$ cat config.mk
export PLATFORM = sky130hd
export DESIGN_NAME = go_back_n_window_control
export DESIGN_NICKNAME = d
export VERILOG_FILES = /design/src/sv/gbn_pkg.sv /design/src/sv/go_back_n_window_control.sv
export SDC_FILE = /design/constraint.sdc
export NUM_CORES = 1
export LEC_CHECK = 0
export BUFFER_PORTS_ARGS = -buffer_cell sky130_fd_sc_hd__buf_2
export CAP_MARGIN = 20
export CORE_MARGIN = 10
export CORE_UTILIZATION = 55
export DETAILED_ROUTE_END_ITERATION = 6
export HOLD_SLACK_MARGIN = 0.1
export PLACE_DENSITY = 0.76
export SLEW_MARGIN = 30
export SYNTH_ARGS = -nofsm -noshare
export SYNTH_HDL_FRONTEND = slang
export SYNTH_SLANG_ARGS = --single-unit
$ cat constraint.sdc
create_clock -name clk -period 4.81 [get_ports clk]
set_input_delay 0.962 -clock clk [delete_from_list [all_inputs] [get_ports clk]]
set_output_delay 0.962 -clock clk [all_outputs]
set_load 0.01 [all_outputs]
$ cat src/sv/gbn_pkg.sv
// ----------------------------------------------------------------------------
// gbn_pkg: Go-Back-N window control shared types and constants
// Event and result words, sequencer control word and its program.
// ----------------------------------------------------------------------------
package gbn_pkg;

    localparam int SEQ_W   = 3;
    localparam logic [SEQ_W-1:0] SEQ_MAX = 3'd7;
    localparam logic [2:0] WINDOW_LIMIT_RESET = 3'd7;

    // event codes
    localparam logic [1:0] CMD_PACKET  = 2'd0;
    localparam logic [1:0] CMD_LINK    = 2'd1;
    localparam logic [1:0] CMD_FRAME   = 2'd2;
    localparam logic [1:0] CMD_TIMEOUT = 2'd3;

    localparam logic KIND_DATA = 1'b0;
    localparam logic KIND_ACK  = 1'b1;

    // result action codes
    localparam logic [2:0] ACT_SEND_DATA  = 3'd0;
    localparam logic [2:0] ACT_SEND_ACK   = 3'd1;
    localparam logic [2:0] ACT_DELIVER    = 3'd2;
    localparam logic [2:0] ACT_STOP_TIMER = 3'd3;
    localparam logic [2:0] ACT_STATUS     = 3'd4;

    typedef struct packed {
        logic [1:0]       command;
        logic             frame_kind;
        logic [SEQ_W-1:0] frame_seq;
        logic [SEQ_W-1:0] cum_ack;
        logic             frame_good;
    } in_item_t;

    typedef struct packed {
        logic [2:0]       action;
        logic [SEQ_W-1:0] out_seq;
        logic [SEQ_W-1:0] out_ack;
        logic             network_enable;
        logic             last;
    } out_item_t;

    // sequence field source of an emitted word
    localparam logic [1:0] SEL_ZERO   = 2'd0;
    localparam logic [1:0] SEL_NEXT   = 2'd1;
    localparam logic [1:0] SEL_BASE   = 2'd2;
    localparam logic [1:0] SEL_CURSOR = 2'd3;

    // jump conditions
    localparam logic [3:0] COND_NONE      = 4'd0;
    localparam logic [3:0] COND_ALWAYS    = 4'd1;
    localparam logic [3:0] COND_NOT_FIRE  = 4'd2;
    localparam logic [3:0] COND_CMD_PKT   = 4'd3;
    localparam logic [3:0] COND_CMD_LINK  = 4'd4;
    localparam logic [3:0] COND_CMD_FRAME = 4'd5;
    localparam logic [3:0] COND_LOOP_DONE = 4'd6;
    localparam logic [3:0] COND_WIN_FULL  = 4'd7;
    localparam logic [3:0] COND_NOT_GOOD  = 4'd8;
    localparam logic [3:0] COND_KIND_ACK  = 4'd9;
    localparam logic [3:0] COND_SEQ_MISS  = 4'd10;
    localparam logic [3:0] COND_NO_FREE   = 4'd11;

    typedef struct packed {
        logic       emit;
        logic [2:0] act;
        logic [1:0] seq_sel;
        logic       seq_fseq;
        logic       ack_lio;
        logic       count_inc;
        logic       count_dec;
        logic       next_inc;
        logic       base_inc;
        logic       rexp_inc;
        logic       link_set;
        logic       link_clr;
        logic       cur_load;
        logic       cur_step;
        logic [3:0] cond;
        logic [4:0] target;
    } uword_t;

    // program steps
    localparam logic [4:0] ST_IDLE     = 5'd0;
    localparam logic [4:0] ST_DISP_PKT = 5'd1;
    localparam logic [4:0] ST_DISP_LNK = 5'd2;
    localparam logic [4:0] ST_DISP_FRM = 5'd3;
    localparam logic [4:0] ST_TO_LOAD  = 5'd4;
    localparam logic [4:0] ST_TO_LOOP  = 5'd5;
    localparam logic [4:0] ST_TO_SEND  = 5'd6;
    localparam logic [4:0] ST_PKT      = 5'd7;
    localparam logic [4:0] ST_PKT_SEND = 5'd8;
    localparam logic [4:0] ST_LINK     = 5'd9;
    localparam logic [4:0] ST_FRAME    = 5'd10;
    localparam logic [4:0] ST_KIND     = 5'd11;
    localparam logic [4:0] ST_SEQ_CHK  = 5'd12;
    localparam logic [4:0] ST_DELIVER  = 5'd13;
    localparam logic [4:0] ST_ACK      = 5'd14;
    localparam logic [4:0] ST_REL_CHK  = 5'd15;
    localparam logic [4:0] ST_RELEASE  = 5'd16;
    localparam logic [4:0] ST_STATUS   = 5'd17;

    function automatic logic [SEQ_W-1:0] seq_next(input logic [SEQ_W-1:0] s);
        return (s == SEQ_MAX) ? '0 : s + 1'b1;
    endfunction

    function automatic logic [SEQ_W-1:0] seq_prev(input logic [SEQ_W-1:0] s);
        return (s == '0) ? SEQ_MAX : s - 1'b1;
    endfunction

    // circular interval [lo, hi)
    function automatic logic in_window(input logic [SEQ_W-1:0] lo,
                                       input logic [SEQ_W-1:0] x,
                                       input logic [SEQ_W-1:0] hi);
        return (lo <= x && x < hi) || (hi < lo && lo <= x) || (x < hi && hi < lo);
    endfunction

    function automatic uword_t ucode(input logic [4:0] step);
        uword_t w;
        w = '0;
        unique case (step)
            ST_IDLE:     begin w.cond = COND_NOT_FIRE;  w.target = ST_IDLE;     end
            ST_DISP_PKT: begin w.cond = COND_CMD_PKT;   w.target = ST_PKT;      end
            ST_DISP_LNK: begin w.cond = COND_CMD_LINK;  w.target = ST_LINK;     end
            ST_DISP_FRM: begin w.cond = COND_CMD_FRAME; w.target = ST_FRAME;    end
            ST_TO_LOAD:  begin w.cur_load = 1'b1; end
            ST_TO_LOOP:  begin w.cond = COND_LOOP_DONE; w.target = ST_STATUS;   end
            ST_TO_SEND:
            begin
                w.emit = 1'b1;  w.act = ACT_SEND_DATA; w.seq_sel = SEL_CURSOR;
                w.ack_lio = 1'b1; w.cur_step = 1'b1; w.link_clr = 1'b1;
                w.cond = COND_ALWAYS; w.target = ST_TO_LOOP;
            end
            ST_PKT:      begin w.cond = COND_WIN_FULL;  w.target = ST_STATUS;   end
            ST_PKT_SEND:
            begin
                w.emit = 1'b1;  w.act = ACT_SEND_DATA; w.seq_sel = SEL_NEXT;
                w.ack_lio = 1'b1; w.count_inc = 1'b1; w.next_inc = 1'b1;
                w.link_clr = 1'b1; w.cond = COND_ALWAYS; w.target = ST_STATUS;
            end
            ST_LINK:
            begin
                w.link_set = 1'b1; w.cond = COND_ALWAYS; w.target = ST_STATUS;
            end
            ST_FRAME:    begin w.cond = COND_NOT_GOOD;  w.target = ST_STATUS;   end
            ST_KIND:     begin w.cond = COND_KIND_ACK;  w.target = ST_REL_CHK;  end
            ST_SEQ_CHK:  begin w.cond = COND_SEQ_MISS;  w.target = ST_ACK;      end
            ST_DELIVER:
            begin
                w.emit = 1'b1; w.act = ACT_DELIVER; w.seq_fseq = 1'b1;
                w.rexp_inc = 1'b1;
            end
            ST_ACK:
            begin
                w.emit = 1'b1; w.act = ACT_SEND_ACK; w.ack_lio = 1'b1;
                w.link_clr = 1'b1;
            end
            ST_REL_CHK:  begin w.cond = COND_NO_FREE;   w.target = ST_STATUS;   end
            ST_RELEASE:
            begin
                w.emit = 1'b1; w.act = ACT_STOP_TIMER; w.seq_sel = SEL_BASE;
                w.count_dec = 1'b1; w.base_inc = 1'b1;
                w.cond = COND_ALWAYS; w.target = ST_REL_CHK;
            end
            ST_STATUS:
            begin
                w.emit = 1'b1; w.act = ACT_STATUS;
                w.cond = COND_ALWAYS; w.target = ST_IDLE;
            end
            default:     begin w.cond = COND_ALWAYS;    w.target = ST_IDLE;     end
        endcase
        return w;
    endfunction

endpackage

$ cat src/sv/go_back_n_window_control.sv
// ----------------------------------------------------------------------------
// go_back_n_window_control: Go-Back-N sliding-window control, 3-bit sequence
// Microcoded sequencer that turns link events into send, ack, deliver,
// stop-timer and status words.
// ----------------------------------------------------------------------------
// Usage:
//   in_valid/in_ready carry one event word (in_data). in_ready is high only
//   while the sequencer sits in its idle step; an accepted event runs a short
//   program from a control-word table, one step per cycle unless the output stalls.
//   out_valid/out_ready carry result words (out_data), one per emitting step;
//   every event ends with a status word marked by last.
//   cfg_wr_en/cfg_wr_data write window_limit (reset value 7).
//   Reset clears base, next-to-send, count and expected sequence, the link-ready flag and the output valid.
//   When the receiver stalls, the output word holds and the sequencer waits
//   at its next emitting step; a finished status word may wait while the
//   next event is accepted.
module go_back_n_window_control
    import gbn_pkg::*;
(
    input  logic      clk,
    input  logic      rst_n,
    input  logic      in_valid,
    output logic      in_ready,
    input  in_item_t  in_data,
    output logic      out_valid,
    input  logic      out_ready,
    output out_item_t out_data,
    input  logic      cfg_wr_en,
    input  logic [2:0] cfg_wr_data
);

    logic [4:0]       pc_reg, pc_next;
    in_item_t         ev_reg;
    logic [2:0]       limit_reg;
    logic [SEQ_W-1:0] base_reg, base_next;
    logic [SEQ_W-1:0] nts_reg, nts_next;
    logic [2:0]       count_reg, count_next;
    logic [SEQ_W-1:0] rexp_reg, rexp_next;
    logic             link_reg, link_next;
    logic [SEQ_W-1:0] cur_reg, cur_next;
    logic [2:0]       left_reg, left_next;
    logic             out_valid_reg, out_valid_next;
    out_item_t        out_reg, out_next;

    uword_t           uw;
    logic             in_fire;
    logic             cond_hit;
    logic             stall;
    logic             go;
    logic [SEQ_W-1:0] seq_val;

    assign uw       = ucode(pc_reg);
    assign in_ready = (pc_reg == ST_IDLE);
    assign in_fire  = in_valid && in_ready;
    assign stall    = uw.emit && out_valid_reg && !out_ready;
    assign go       = !stall;

    always_comb
    begin
        unique case (uw.cond)
            COND_NONE:      cond_hit = 1'b0;
            COND_ALWAYS:    cond_hit = 1'b1;
            COND_NOT_FIRE:  cond_hit = !in_fire;
            COND_CMD_PKT:   cond_hit = (ev_reg.command == CMD_PACKET);
            COND_CMD_LINK:  cond_hit = (ev_reg.command == CMD_LINK);
            COND_CMD_FRAME: cond_hit = (ev_reg.command == CMD_FRAME);
            COND_LOOP_DONE: cond_hit = (left_reg == '0);
            COND_WIN_FULL:  cond_hit = !(count_reg < limit_reg);
            COND_NOT_GOOD:  cond_hit = !ev_reg.frame_good;
            COND_KIND_ACK:  cond_hit = (ev_reg.frame_kind == KIND_ACK);
            COND_SEQ_MISS:  cond_hit = (ev_reg.frame_seq != rexp_reg);
            COND_NO_FREE:   cond_hit = !((count_reg != '0) &&
                                         in_window(base_reg, ev_reg.cum_ack, nts_reg));
            default:        cond_hit = 1'b0;
        endcase
    end

    always_comb
    begin
        unique case (uw.seq_sel)
            SEL_NEXT:   seq_val = nts_reg;
            SEL_BASE:   seq_val = base_reg;
            SEL_CURSOR: seq_val = cur_reg;
            SEL_ZERO:   seq_val = uw.seq_fseq ? ev_reg.frame_seq : '0;
        endcase
    end

    always_comb
    begin
        pc_next        = pc_reg;
        base_next      = base_reg;
        nts_next       = nts_reg;
        count_next     = count_reg;
        rexp_next      = rexp_reg;
        link_next      = link_reg;
        cur_next       = cur_reg;
        left_next      = left_reg;
        out_valid_next = out_valid_reg && !out_ready;
        out_next       = out_reg;

        if (go)
        begin
            pc_next = cond_hit ? uw.target : pc_reg + 5'd1;
            if (uw.count_inc) count_next = count_reg + 3'd1;
            if (uw.count_dec) count_next = count_reg - 3'd1;
            if (uw.next_inc)  nts_next   = seq_next(nts_reg);
            if (uw.base_inc)  base_next  = seq_next(base_reg);
            if (uw.rexp_inc)  rexp_next  = seq_next(rexp_reg);
            if (uw.link_set)  link_next  = 1'b1;
            if (uw.link_clr)  link_next  = 1'b0;
            if (uw.cur_load)
            begin
                cur_next  = base_reg;
                left_next = count_reg;
            end
            if (uw.cur_step)
            begin
                cur_next  = seq_next(cur_reg);
                left_next = left_reg - 3'd1;
            end
            if (uw.emit)
            begin
                out_valid_next          = 1'b1;
                out_next.action         = uw.act;
                out_next.out_seq        = seq_val;
                out_next.out_ack        = uw.ack_lio ? seq_prev(rexp_reg) : '0;
                out_next.last           = (uw.act == ACT_STATUS);
                out_next.network_enable = (uw.act == ACT_STATUS) &&
                                          (count_reg < limit_reg) && link_reg;
            end
        end
    end

    always_ff @(posedge clk or negedge rst_n)
    begin
        if (!rst_n)
        begin
            pc_reg        <= ST_IDLE;
            limit_reg     <= WINDOW_LIMIT_RESET;
            base_reg      <= '0;
            nts_reg       <= '0;
            count_reg     <= '0;
            rexp_reg      <= '0;
            link_reg      <= 1'b0;
            out_valid_reg <= 1'b0;
        end
        else
        begin
            pc_reg        <= pc_next;
            base_reg      <= base_next;
            nts_reg       <= nts_next;
            count_reg     <= count_next;
            rexp_reg      <= rexp_next;
            link_reg      <= link_next;
            out_valid_reg <= out_valid_next;
            if (cfg_wr_en)
                limit_reg <= cfg_wr_data;
        end
    end

    // event word, cursor and output word hold payload only
    always_ff @(posedge clk)
    begin
        if (in_fire)
            ev_reg <= in_data;
        cur_reg  <= cur_next;
        left_reg <= left_next;
        out_reg  <= out_next;
    end

    assign out_valid = out_valid_reg;
    assign out_data  = out_reg;

endmodule

**Word level (Yosys, flattened, before mapping)**

Index checks and enable logic that the tools add are counted.

- $add $sub $neg: 9
- Magnitude comparators: 4
- Equality and inequality tests: 39
- Muxes and demuxes: 29
- Bitwise logic cells: 1
- Reductions and logical operators: 37

Operators with widths:

| kind | number |
|---|---|
| 9-bit case mux with 14 select lines | 1 |
| 5-bit by 4-bit == test with 1-bit output, second input constant | 8 |
| 3-bit two-way mux | 12 |
| 5-bit by 3-bit == test with 1-bit output, second input constant | 4 |
| 4-bit case mux with 5 select lines | 1 |
| 4-bit by 3-bit == test with 1-bit output, second input constant | 4 |
| 4-bit == test, second input constant | 4 |
| 3-bit by 1-bit adder with 3-bit output, second input constant | 5 |
| 3-bit == test, second input constant | 5 |
| 2-bit AND reduction | 7 |
| 3-bit case mux with 4 select lines | 1 |
| 1-bit two-way mux | 11 |
| 1-bit case mux with 11 select lines | 1 |
| 5-bit by 2-bit == test with 1-bit output, second input constant | 2 |
| 5-bit == test, second input constant | 2 |
| 1-bit logical AND | 10 |
| 3-bit less-than comparator | 3 |
| 3-bit by 1-bit subtractor with 3-bit output, second input constant | 3 |
| 4-bit by 2-bit == test with 1-bit output, second input constant | 2 |
| 2-bit == test, second input constant | 3 |
| 3-bit zero test | 2 |
| 2-bit case mux with 3 select lines | 1 |
| 2-bit nonzero test | 3 |
| 3-bit OR reduction | 2 |
| 14 further kinds | 22 |

- Bits in registers: 49
- Input port bits: 18
- Output and inout bits: 13
- Logic and storage cells: 139

**Depth between registers and ports, before layout**

- Word-level depth: 8
- Mapped depth: 14
- Depth with buffers taken out: 12

**Worst setup path before layout**

No wires, ideal clock.

- Path kind: reg2reg
- Start: register pc_reg[0]
- End: register pc_reg[3]
- Data arrival time: 2.597 ns
- Slack: 2.112 ns
- Cell stages (with the launch flop): 14
- Buffers on the path: 2
- Cell sequence: dfrtp_1 > inv_1 > ha_1 > buf_6 > or2_1 > a31oi_1 > o21a_2 > nand2_2 > or3_1 > nand4_1 > a21bo_1 > buf_6 > mux2_4 > o311ai_2

- Word-level cells in the longest chain between the ends: 6
- Elaborated cells on any way between the ends: 41

RTL lines:

| element | line | RTL |
|---|---|---|
| start, declared | go_back_n_window_control.sv:32 | `logic [4:0] pc_reg, pc_next;` |
| start signal, assigned | go_back_n_window_control.sv:149 | `pc_reg <= pc_next;` |
| 5-bit by 4-bit == test with 1-bit output or 5-bit by 3-bit == test with 1-bit output (tied branches) | gbn_pkg.sv:120 | `unique case (step)` |
| 3-bit OR reduction (no line) or 2-bit OR reduction (tied branches) | - |  |
| 9-bit case mux with 14 select lines | gbn_pkg.sv:120 |  |
| 4-bit == test, or another cell as far along | go_back_n_window_control.sv:60 | `unique case (uw.cond)` |
| 1-bit case mux with 11 select lines | go_back_n_window_control.sv:60 |  |
| 5-bit two-way mux | go_back_n_window_control.sv:103 | `pc_next = cond_hit ? uw.target : pc_reg + 5'd1;` |

Several ways; a longest one is shown, not always the timed one.
A chain may end at the register's enable or synchronous reset.

**Worst setup path in the final report**

- Start: register pc_reg[4]
- End: register pc_reg[3]

Same word-level chain as after synthesis.

==> flow_metrics.tcl <==
set metrics [dict create \
    grt_use_met1_pct 19.06 \
    cts.path.max_buffers 2 \
    numCtsBuffers 5 \
    drt_wl_total_mm 6.318 \
    final.min_clock_period_ps 3392 \
    finClkSkew_ps 5.313 \
    reg2reg_depth 10 \
    drtIter0Drc 274 \
    initial_core_util_pct 55.99 \
    dieArea_sq_um 8957 \
    ctsHoldBuffers 0 \
    ys_seq_area_share_pct 44.55 \
    drive_gt1_share_pct 17.52 \
    vias_per_cell 5.712 \
    r2r_slack_ps 1420 \
    finalSetupViolCount 0 \
    critPathMaxFanout 17 \
    avgRoutedWirePerCell_um 15.68 \
    fillers 481 \
    gr-max-usage-layer "met2" \
    end_kind "flip-flop" \
    ys.warnings.count 0 \
    slowest_stage "dfrtp_1" \
    clock_tree.root_cell "clkbuf_8" \
    hold_violations 0 \
    place.gp.congestion 0.9796 \
    status "complete, no violations" \
    fmax_mhz 294.8 \
    cts_tree "done" \
    dieHeight_um 94.64 \
    gr-total-overflow 0 \
    gr-usage-met2_pct 22.54 \
    vias 2302 \
    ir_worst_vdd_v 0.0002563 \
    ys_types 59 \
    syn2layout_area_growth_pct 8.207 \
    cp_data_arrival_time_ps 3610 \
    crit_path_start_kind "flip-flop" \
    post-dp-hpwl_mm 4.784 \
    leakage_nw 1.427 \
    startpoint "pc_reg[4]" \
    required_ps 5020 \
    regArea_sq_um 1365 \
    ant_nets 0 \
    grt_pass1_wl_mm 10.44 \
    io_buffers 30 \
    worst-setup-path-type "flip-flop to flip-flop" \
    design.core.area_sq_um 5473 \
    diodes 0 \
    synth_nets 350 \
    worstHoldPathType "flip-flop to flip-flop" \
    worst_slew_pin_slew_ps 867.5 \
    synth_ff_type "edfxtp_1" \
    maxSlewHeadroom_pct 42.05 \
    slowest_delay_ps 730 \
    regToRegEndpoint "pc_reg[3]" \
    drc 0 \
    clk_latency_ps 310 \
    grtUsageTotal_pct 14.53 \
    grt_pass1_vias 2199 \
    placed_cells 395 \
    postSynthCellCount 305 \
    period_share_pct 70.52 \
    cts_resized 0 \
    utilization_pct 60.59 \
    finalNetCount 375 \
    synth_enable_flop_cells 27 \
    final_cell_mix "buf_2, edfxtp_1, nand2_1, ha_1, o21ai_0" \
    fin_tns_setup_ps 0 \
    multi_input_area_sq_um 1536 \
    p_total_mw 2.162 \
    ctsHtreeMaxLevel 2 \
    r2r-start "pc_reg[4]" \
    grt_max_degree 24 \
    netlist_area_sq_um 3064 \
    rows 27 \
    antenna_found_initial 0 \
    drv_cap 0 \
    drt_pass1_iterations 4 \
    largest_reg_flops 11 \
    final_max_slew_viol_count 0 \
    cts.sinks 49 \
    syn_area_per_cell_sq_um 10.05 \
    async_flop_share_pct 44.90 \
    io_pins 31 \
    clk_pin_slew_ps 90 \
    fin_cells 403 \
    endpoint "pc_reg[3]" \
    rsz0062_at_grt "false" \
    p_per_area_nw_per_um2 652.2 \
    synth_seq_cells 49 \
    crit_chain "clkinv_1 > ha_1 > a31oi_1 > o21a_2 > nand2_2 > or3_1 > nand4_1 > a21bo_1 > mux2_4 > o311ai_2" \
    postCtsSetupRepairBufs 0 \
    use_met3_pct 4.124 \
    final_common_cell "buf_2" \
    die_w_um 94.64 \
]
Yosys cell counts, types with 4 or more instances:
| cell type | instances | area (sq um) |
|---|---|---|
| a21o_1 | 4 | 30.03 |
| a21oi_1 | 20 | 100.1 |
| a31oi_1 | 4 | 25.02 |
| and3_1 | 4 | 25.02 |
| buf_2 | 4 | 20.02 |
| dfrtp_1 | 19 | 475.5 |
| edfxtp_1 | 27 | 810.8 |
| ha_1 | 26 | 325.3 |
| inv_1 | 21 | 78.83 |
| mux2_2 | 4 | 45.04 |
| mux2i_1 | 6 | 60.06 |
| nand2_1 | 26 | 97.59 |
| nand2b_1 | 10 | 62.56 |
| nand3_1 | 6 | 30.03 |
| nor2_1 | 23 | 86.33 |
| nor2b_1 | 4 | 25.02 |
| nor3_1 | 8 | 40.04 |
| o21a_1 | 4 | 30.03 |
| o21ai_0 | 25 | 125.1 |
| xnor2_1 | 6 | 52.55 |
worst max-delay path: cells and delay by family, from the launching register on:
family	cells	cell delay (ps)
flip-flops	1	730
AND/OR/NAND/NOR	3	530
multiplexers	1	340
AO/OA/AOI/OAI	4	960
adder cells (fa/ha/maj)	1	350
buffers and inverters	1	380
report_power, final:
part	leakage (nW)	switching [mW]	total (mW)	internal, mW
Clock	0.0385	0.141	0.244	0.103
Sequential	0.517	0.156	0.781	0.624
Combinational	0.872	0.646	1.14	0.491
Total	1.43	0.944	2.16	1.22
metrics by stage:
stage                     area (sq um)  setup slack, ps  hold WS, ps
after floorplan                   3064             2112        476.4
after global placement            3232             1651        498.1
after detailed placement          3232             1501        506.4
after CTS                         3316             1490        520.1
after global routing              3316             1228        557.7
final                             3316             1418        511.6
worst min-delay path by stage:
stage | from | to | slack (ps) | cells past startpoint
floorplan | limit_reg[1] | limit_reg[1] | 480 | 2
global placement | limit_reg[2] | limit_reg[2] | 500 | 2
detailed placement | limit_reg[1] | limit_reg[1] | 510 | 2
CTS | limit_reg[1] | limit_reg[1] | 520 | 2
global route | limit_reg[1] | limit_reg[1] | 560 | 2
finish | limit_reg[2] | limit_reg[2] | 510 | 2
per-layer routing:
metal | share of wire [%] | wire, um
met5 | 0 | 0
met4 | 1.8 | 113
met3 | 7.5 | 476
met2 | 45 | 2814
met1 | 46 | 2913
layout make-up:
cell class	instances	share of cell area [%]
Sequential cell	49	41.17
Tap cell	72	2.717
Multi-Input combinational cell	220	46.34
Inverter	24	2.717
Timing Repair Buffer	30	4.528
Clock buffer	7	2.302
Clock inverter	1	0.2264
kinds of logic after synthesis:
family | share of synthesized area (%)
simple gates | 15.15
compound gates | 17.72
flops | 44.55
buf+inv | 5.308
fa+ha+maj | 11.27
mux | 4.287
xor+xnor | 1.715
Note: power is estimated with default switching activity, not from simulation.
